File: config.mk
export PLATFORM = sky130hd
export DESIGN_NAME = char_lcd_nibble_writer_autoscroll_top_flat
export DESIGN_NICKNAME = d
export VERILOG_FILES = /design/src/hdl/clnw_pkg.sv /design/src/hdl/clnw_req_if.sv /design/src/hdl/clnw_xfer_if.sv /design/src/hdl/char_lcd_nibble_writer_autoscroll_top.sv /design/src/flat_wrapper.sv
export SDC_FILE = /design/constraint.sdc
export NUM_CORES = 1
export LEC_CHECK = 0
export ABC_AREA = 1
export BUFFER_PORTS_ARGS = -buffer_cell sky130_fd_sc_hd__buf_2
export CORE_ASPECT_RATIO = 1.5
export CORE_MARGIN = 10
export CORE_UTILIZATION = 40
export CTS_CLUSTER_DIAMETER = 100
export DETAILED_ROUTE_END_ITERATION = 6
export GPL_TIMING_DRIVEN = 0
export SYNTH_ARGS = -nofsm -noshare
export SYNTH_HDL_FRONTEND = slang
export SYNTH_SLANG_ARGS = --single-unit
export TNS_END_PERCENT = 100
File: constraint.sdc
create_clock -name clk_i -period 4.3 [get_ports clk_i]
set_clock_uncertainty 0.1 [all_clocks]
set_input_delay 0.645 -clock clk_i [delete_from_list [all_inputs] [get_ports clk_i]]
set_output_delay 0.645 -clock clk_i [all_outputs]
set_load 0.05 [all_outputs]
File: src/hdl/clnw_pkg.sv
// shared types, constants and the control store for the character lcd nibble writer
// no dependencies; used by the channel interfaces and the top level
package clnw_pkg;

  // request codes
  typedef enum logic [1:0] {
    REQ_CMD   = 2'd0,
    REQ_DATA  = 2'd1,
    REQ_CLEAR = 2'd2,
    REQ_MOVE  = 2'd3
  } req_e;

  localparam logic [7:0] CMD_CLEAR       = 8'h01;
  localparam logic [7:0] CMD_SHIFT_LEFT  = 8'h18;
  localparam logic [7:0] ROW0_BASE       = 8'h80;
  localparam logic [7:0] ROW1_BASE       = 8'hC0;

  localparam int unsigned CNT_W = 7;
  localparam logic [CNT_W-1:0] SCROLL_START = 7'd16;
  localparam logic [CNT_W-1:0] SCROLL_PAGE  = 7'd41;
  localparam logic [CNT_W-1:0] SCROLL_ROW2  = 7'd56;
  localparam logic [CNT_W-1:0] SCROLL_WRAP  = 7'd80;

  // micro-address width and entry points
  localparam int unsigned UPC_W = 4;
  localparam logic [UPC_W-1:0] UA_CMD     = 4'd0;
  localparam logic [UPC_W-1:0] UA_CLEAR   = 4'd1;
  localparam logic [UPC_W-1:0] UA_MOVE    = 4'd2;
  localparam logic [UPC_W-1:0] UA_DATA    = 4'd3;
  localparam logic [UPC_W-1:0] UA_SHIFT1  = 4'd4;
  localparam logic [UPC_W-1:0] UA_SHIFT16 = 4'd5;
  localparam logic [UPC_W-1:0] UA_WRAP1   = 4'd6;
  localparam logic [UPC_W-1:0] UA_WRAP16  = 4'd7;
  localparam logic [UPC_W-1:0] UA_HOME    = 4'd8;

  // byte source of a control word
  typedef enum logic [2:0] {
    SRC_OPERAND,
    SRC_CLEAR,
    SRC_SHIFT,
    SRC_HOME
  } src_e;

  // how the sequencer leaves a control word
  typedef enum logic [1:0] {
    JMP_END,
    JMP_NEXT,
    JMP_SCROLL
  } jump_e;

  // scroll class of the character count after a data byte
  typedef enum logic [1:0] {
    CLS_NONE,
    CLS_ONE,
    CLS_PAGE,
    CLS_WRAP
  } cls_e;

  typedef struct packed {
    src_e  src;
    logic  rs;
    logic  rep16;
    logic  clr_cnt;
    jump_e jump;
  } uword_t;

  typedef struct packed {
    logic [1:0] req_type;
    logic [7:0] payload_byte;
    logic       row_sel;
    logic [7:0] column;
  } req_t;

  typedef struct packed {
    logic       reg_select;
    logic [3:0] nibble;
    logic       last;
  } xfer_t;

  function automatic uword_t ucode(input logic [UPC_W-1:0] addr);
    uword_t w;
    w = '{src: SRC_OPERAND, rs: 1'b0, rep16: 1'b0, clr_cnt: 1'b0, jump: JMP_END};
    case (addr)
      UA_CMD:     w = '{SRC_OPERAND, 1'b0, 1'b0, 1'b0, JMP_END};
      UA_CLEAR:   w = '{SRC_CLEAR,   1'b0, 1'b0, 1'b0, JMP_END};
      UA_MOVE:    w = '{SRC_OPERAND, 1'b0, 1'b0, 1'b0, JMP_END};
      UA_DATA:    w = '{SRC_OPERAND, 1'b1, 1'b0, 1'b0, JMP_SCROLL};
      UA_SHIFT1:  w = '{SRC_SHIFT,   1'b0, 1'b0, 1'b0, JMP_END};
      UA_SHIFT16: w = '{SRC_SHIFT,   1'b0, 1'b1, 1'b0, JMP_END};
      UA_WRAP1:   w = '{SRC_SHIFT,   1'b0, 1'b0, 1'b0, JMP_NEXT};
      UA_WRAP16:  w = '{SRC_SHIFT,   1'b0, 1'b1, 1'b0, JMP_NEXT};
      UA_HOME:    w = '{SRC_HOME,    1'b0, 1'b0, 1'b1, JMP_END};
      default:    w = '{SRC_OPERAND, 1'b0, 1'b0, 1'b0, JMP_END};
    endcase
    return w;
  endfunction

endpackage

File: src/hdl/clnw_req_if.sv
// request channel: valid/ready handshake carrying one lcd request word
// depends on clnw_pkg for the payload type
interface clnw_req_if;
  logic             valid;
  logic             ready;
  clnw_pkg::req_t   data;

  modport source (output valid, output data, input ready);
  modport sink   (input valid, input data, output ready);
endinterface

File: src/hdl/clnw_xfer_if.sv
// transfer channel: valid/ready handshake carrying one 4-bit bus transfer
// depends on clnw_pkg for the payload type
interface clnw_xfer_if;
  logic             valid;
  logic             ready;
  clnw_pkg::xfer_t  data;

  modport source (output valid, output data, input ready);
  modport sink   (input valid, input data, output ready);
endinterface

File: src/hdl/char_lcd_nibble_writer_autoscroll_top.sv
// Character LCD 4-bit write interface with autoscroll.
// Requests arrive on in_i (raw command, data byte, clear screen, move cursor);
// bus transfers leave on out_o, one nibble per word, high nibble first,
// with reg_select and a last flag on the final transfer of each request.
// A microcoded sequencer walks a nine-word control store: one control word per
// byte, two transfers per byte, a repeat counter for sixteen-shift bursts and a
// scroll dispatch on the character count after a data byte.
// The first transfer of a request enters the output register once the
// sequencer holds the request and the output register is free. Throughput:
// one transfer per cycle while the receiver does not stall; ordinary requests
// send one byte and a data byte that wraps the display sends up to nineteen.
// The next request is taken as the current one's last transfer is registered.
// Reset clears the character count and empties the sequencer and output
// register. When the receiver stalls, the output register holds its word and
// the sequencer waits; a new request is not taken until the sequence finishes.
// Depends on clnw_pkg, clnw_req_if and clnw_xfer_if.
module char_lcd_nibble_writer_autoscroll_top (
  input  logic        clk_i,
  input  logic        rst_ni,
  clnw_req_if.sink    in_i,
  clnw_xfer_if.source out_o
);

  logic                            busy_q, busy_d;
  logic [clnw_pkg::UPC_W-1:0]      upc_q, upc_d;
  logic                            half_q, half_d;
  logic [3:0]                      rep_q, rep_d;
  logic [clnw_pkg::CNT_W-1:0]      count_q, count_d;
  logic                            out_valid_q, out_valid_d;
  clnw_pkg::xfer_t                 out_q;
  logic [7:0]                      operand_q;

  clnw_pkg::uword_t                uw;
  clnw_pkg::cls_e                  cls;
  logic [7:0]                      cur_byte;
  logic                            adv;
  logic                            word_done;
  logic                            seq_end;
  logic                            accept;
  logic [clnw_pkg::CNT_W-1:0]      count_base;
  logic [7:0]                      row_base;
  logic [clnw_pkg::UPC_W-1:0]      entry;
  clnw_pkg::xfer_t                 xfer;

  always_comb begin
    uw = clnw_pkg::ucode(upc_q);

    // scroll class of the already incremented count
    if (count_q > clnw_pkg::SCROLL_WRAP) begin
      cls = clnw_pkg::CLS_WRAP;
    end else if (count_q > clnw_pkg::SCROLL_ROW2) begin
      cls = clnw_pkg::CLS_ONE;
    end else if (count_q == clnw_pkg::SCROLL_PAGE) begin
      cls = clnw_pkg::CLS_PAGE;
    end else if (count_q > clnw_pkg::SCROLL_START && count_q < clnw_pkg::SCROLL_PAGE) begin
      cls = clnw_pkg::CLS_ONE;
    end else begin
      cls = clnw_pkg::CLS_NONE;
    end

    case (uw.src)
      clnw_pkg::SRC_OPERAND: cur_byte = operand_q;
      clnw_pkg::SRC_CLEAR:   cur_byte = clnw_pkg::CMD_CLEAR;
      clnw_pkg::SRC_SHIFT:   cur_byte = clnw_pkg::CMD_SHIFT_LEFT;
      clnw_pkg::SRC_HOME:    cur_byte = clnw_pkg::ROW0_BASE;
      default:               cur_byte = operand_q;
    endcase

    adv       = busy_q && (!out_valid_q || out_o.ready);
    word_done = half_q && (!uw.rep16 || rep_q == 4'd15);
    seq_end   = word_done && (uw.jump == clnw_pkg::JMP_END ||
                (uw.jump == clnw_pkg::JMP_SCROLL && cls == clnw_pkg::CLS_NONE));

    xfer.reg_select = uw.rs;
    xfer.nibble     = half_q ? cur_byte[3:0] : cur_byte[7:4];
    xfer.last       = seq_end;

    in_i.ready = !busy_q || (adv && seq_end);
    accept     = in_i.valid && in_i.ready;

    case (clnw_pkg::req_e'(in_i.data.req_type))
      clnw_pkg::REQ_CMD:   entry = clnw_pkg::UA_CMD;
      clnw_pkg::REQ_DATA:  entry = clnw_pkg::UA_DATA;
      clnw_pkg::REQ_CLEAR: entry = clnw_pkg::UA_CLEAR;
      clnw_pkg::REQ_MOVE:  entry = clnw_pkg::UA_MOVE;
      default:             entry = clnw_pkg::UA_CMD;
    endcase
    row_base = in_i.data.row_sel ? clnw_pkg::ROW1_BASE : clnw_pkg::ROW0_BASE;

    // sequencer step
    busy_d = busy_q;
    upc_d  = upc_q;
    half_d = half_q;
    rep_d  = rep_q;
    if (adv) begin
      half_d = !half_q;
      if (half_q) begin
        rep_d = word_done ? 4'd0 : rep_q + 4'd1;
      end
      if (word_done) begin
        case (uw.jump)
          clnw_pkg::JMP_NEXT: upc_d = upc_q + 4'd1;
          clnw_pkg::JMP_SCROLL: begin
            case (cls)
              clnw_pkg::CLS_ONE:  upc_d = clnw_pkg::UA_SHIFT1;
              clnw_pkg::CLS_PAGE: upc_d = clnw_pkg::UA_SHIFT16;
              clnw_pkg::CLS_WRAP: upc_d = clnw_pkg::UA_WRAP1;
              default:            upc_d = upc_q;
            endcase
          end
          default: upc_d = upc_q;
        endcase
        if (seq_end) begin
          busy_d = 1'b0;
        end
      end
    end

    // count: wrap clear from the running sequence comes before the new request
    count_base = (adv && word_done && uw.clr_cnt) ? '0 : count_q;
    count_d    = count_base;

    if (accept) begin
      busy_d = 1'b1;
      upc_d  = entry;
      half_d = 1'b0;
      rep_d  = 4'd0;
      case (clnw_pkg::req_e'(in_i.data.req_type))
        clnw_pkg::REQ_DATA:  count_d = count_base + 7'd1;
        clnw_pkg::REQ_CLEAR: count_d = '0;
        default:             count_d = count_base;
      endcase
    end

    if (adv) begin
      out_valid_d = 1'b1;
    end else if (out_o.ready) begin
      out_valid_d = 1'b0;
    end else begin
      out_valid_d = out_valid_q;
    end
  end

  always_ff @(posedge clk_i or negedge rst_ni) begin
    if (!rst_ni) begin
      busy_q      <= 1'b0;
      upc_q       <= clnw_pkg::UA_CMD;
      half_q      <= 1'b0;
      rep_q       <= 4'd0;
      count_q     <= '0;
      out_valid_q <= 1'b0;
    end else begin
      busy_q      <= busy_d;
      upc_q       <= upc_d;
      half_q      <= half_d;
      rep_q       <= rep_d;
      count_q     <= count_d;
      out_valid_q <= out_valid_d;
    end
  end

  // payload registers
  always_ff @(posedge clk_i) begin
    if (accept) begin
      operand_q <= (in_i.data.req_type == clnw_pkg::REQ_MOVE) ?
                   row_base + in_i.data.column : in_i.data.payload_byte;
    end
    if (adv) begin
      out_q <= xfer;
    end
  end

  assign out_o.valid = out_valid_q;
  assign out_o.data  = out_q;

endmodule

File: src/flat_wrapper.sv
// flat-port wrapper written by rule: the top's interface ports become plain ports
module char_lcd_nibble_writer_autoscroll_top_flat 
  (clk_i, rst_ni, in_i_valid, in_i_data, in_i_ready, out_o_valid, out_o_data, out_o_ready);
  clnw_req_if in_i_i ();
  clnw_xfer_if out_o_i ();
  input  logic clk_i;
  input  logic rst_ni;
  input wire logic [$bits(in_i_i.valid)-1:0] in_i_valid;
  input wire logic [$bits(in_i_i.data)-1:0] in_i_data;
  output wire logic [$bits(in_i_i.ready)-1:0] in_i_ready;
  output wire logic [$bits(out_o_i.valid)-1:0] out_o_valid;
  output wire logic [$bits(out_o_i.data)-1:0] out_o_data;
  input wire logic [$bits(out_o_i.ready)-1:0] out_o_ready;
  assign in_i_i.valid = in_i_valid;
  assign in_i_i.data = in_i_data;
  assign in_i_ready = in_i_i.ready;
  assign out_o_valid = out_o_i.valid;
  assign out_o_data = out_o_i.data;
  assign out_o_i.ready = out_o_ready;
  char_lcd_nibble_writer_autoscroll_top u_core (.clk_i(clk_i), .rst_ni(rst_ni), .in_i(in_i_i), .out_o(out_o_i));
endmodule
==> flow_summary.json <==
{
  "core_area_mm2": 0.00508,
  "synth-adder-area-share": 0.0727,
  "wl_per_cell_um": 12.4,
  "period_share": 0.679,
  "power.density_mw_per_mm2": 648,
  "rsz0062_at_grt": "no",
  "final_common_cell": "nand2_1",
  "worst_pin_slew_ns": 0.496,
  "place_congestion": 0.881,
  "end_kind": "output port",
  "port_buffers": 30,
  "die_x_um": 78.7,
  "yosysUniqueCellTypes": 29,
  "setup-violations-final": 0,
  "antenna_cells": 0,
  "synth_xor_area_frac": 0.0127,
  "drive_above_1_share": 0.150,
  "drc_errors": 0,
  "wirelength_um": 4730,
  "r2r_start": "u_core.upc_q[1]",
  "period_minus_slack_ns": 2.92,
  "slew_headroom": 0.666,
  "startpoint": "u_core.upc_q[1]",
  "syn_nets": 311,
  "cts_buffers": 5,
  "ant_nets": 0,
  "post_cts_buffers": 0,
  "synth_edf_count": 14,
  "hold_viol_final": 0,
  "synth_area_per_cell_um2": 7.48,
  "clk_latency_ns": 0.28,
  "synth_warnings": 0,
  "postCtsHoldBufs": 0,
  "area_growth_pct": 15.3,
  "crit_arrival_ns": 2.18,
  "synth_async_sr_flop_share": 0.563,
  "path_class": "reg -> out",
  "drt_iter0_drc": 138,
  "track_usage": 0.117,
  "r2r_slack_ns": 1.85,
  "ys_seq_area_frac": 0.422,
  "nFillCells": 564,
  "slew_viol_final": 0,
  "crit_fanout": 5,
  "drtPass1Iterations": 4,
  "vias": 1828,
  "synth_top_family_by_area": "simple AND/OR/NAND/NOR gates",
  "clockBufferDepth": 2,
  "required_ns": 3.56,
  "syn_inst": 276,
  "leakagePower_nw": 1.19,
  "grt_pass1_vias": 1749,
  "tritoncts": "built",
  "ys_ff_latch": 32,
  "antenna_found_initial": 0,
  "grt_pass1_wl_um": 7930,
  "htreeDepth": 2,
  "cts_sinks": 32,
  "layout.nets": 348,
  "min_path_type": "in -> async",
  "hpwlAfterDp_um": 3670,
  "die_area_mm2": 0.00849,
  "cap_violations": 0,
  "netlist_area_mm2": 0.00206,
  "grt_max_degree": 19,
  "r2r-end": "u_core.count_q[2]",
  "reg2reg_depth": 13,
  "cts-root-buf": "clkbuf_8",
  "clk_pin_slew_ns": 0.07,
  "muxShareOfSynthArea": 0,
  "synthFlopType": "dfrtp_1",
  "yosys.area_share.simple": 0.342,
  "irDropWorstVdd_v": 0.000192,
  "initial_core_util": 0.406,
  "pin_count": 31,
  "synth-compound-area-share": 0.0685,
  "tns_ns": 0,
  "fp.dieH_um": 108,
  "status": "finished, final reports clean",
  "design_power_total_mw": 1.54,
  "grt-ovfl-total": 0,
  "vias_per_cell": 4.79,
  "rows": 32,
  "cp-start-kind": "flip-flop",
  "most-common-layout-cells": "nand2_1 (92), nand3_1 (31), inv_1 (30), buf_2 (30), nor2_1 (23)",
  "timing.fmax_ghz": 0.342,
  "cts_resized": 0
}
## cell type report
type / instances / area, um^2 / share of cell area
buffer: 5 / 41.3 / 0.0173
timing repair buffer: 30 / 150 / 0.0631
clock buffer: 7 / 76.3 / 0.0321
tap: 68 / 85.1 / 0.0357
inverter: 34 / 128 / 0.0536
clock inverter: 1 / 5.00 / 0.00210
multi-input combinational: 205 / 1020 / 0.430
sequential: 32 / 871 / 0.366
## cell usage after synthesis (2+ instances only)
cell      number  share of area
a21oi_1        7          0.017
clkbuf_1       2         0.0036
clkinv_1       3         0.0055
dfrtp_1       18           0.22
edfxtp_1      14           0.20
ha_1          12          0.073
inv_1         30          0.055
nand2_1       92           0.17
nand2_2        2         0.0061
nand3_1       31          0.075
nand4_1        9          0.027
nor2_1        23          0.042
nor2_2         2         0.0061
o21ai_0       15          0.036
xor2_1         2         0.0085
## registers in the layout, indices dropped and copies added, names as in the netlist
name	cells
u_core.out_o.data	6
u_core.operand_q	8
u_core.out_o.valid	1
u_core.busy_q	1
u_core.rep_q	4
u_core.count_q	7
u_core.half_q	1
u_core.upc_q	4
## critical path: stages (launching register included)
cell and delay (ns):
dfrtp_1 0.43, ha_1 0.18, ha_1 0.14, nand2_1 0.06, inv_1 0.08, ha_1 0.24, nand3_1 0.11, o21bai_2 0.17
nand3_2 0.10, nand2_4 0.11, buf_2 0.27
## metal layers
| layer | up-vias | part of all wire | GRT usage | routed length [um] |
|---|---|---|---|---|
| met4 | 0 | 0.028 | 0.0668 | 132 |
| met1 | 828 | 0.39 | 0.121 | 1840 |
| met2 | 25 | 0.55 | 0.211 | 2600 |
| li1 | 967 | - | - | - |
| met3 | 8 | 0.032 | 0.0249 | 152 |
| met5 | - | 0 | 0 | 0 |
## through the flow
stage / cell area [um^2] / setup slack, ns / cells / hold WS [ns] / utilization
floorplan: 2060 / 2.04 / 276 / 0.249 / -
finish: 2380 / 1.38 / 382 / 0.199 / 0.468
global placement: 2300 / 1.69 / 374 / 0.380 / 0.452
detailed placement: 2300 / 1.68 / 374 / 0.387 / 0.452
CTS: 2380 / 1.36 / 382 / 0.218 / 0.468
global route: 2380 / 1.21 / 382 / 0.228 / 0.468
## cell families (layout without fill, tap and decap cells)
group | after synthesis | after routing
adders and majority gates | 12 | 12
xor gates and xnor gates | 3 | 3
buffers and inverters | 39 | 77
AOI/OAI and AO/OA | 26 | 26
DFF | 32 | 32
and+or+nand+nor | 164 | 164
## power by group
| group | switching (mW) | internal (mW) | leakage (nW) |
|---|---|---|---|
| Sequential | 0.0830 | 0.456 | 0.369 |
| Combinational | 0.551 | 0.229 | 0.774 |
| Clock | 0.111 | 0.114 | 0.0422 |
## worst max path at each step
stage,cells after the start,end
2_1_floorplan,9,in_i_ready
3_5_place_dp,10,in_i_ready
5_1_grt,10,in_i_ready
6_report,10,in_i_ready
4_1_cts,10,in_i_ready
3_3_place_gp,10,in_i_ready
(Power assumes the default switching activity.)
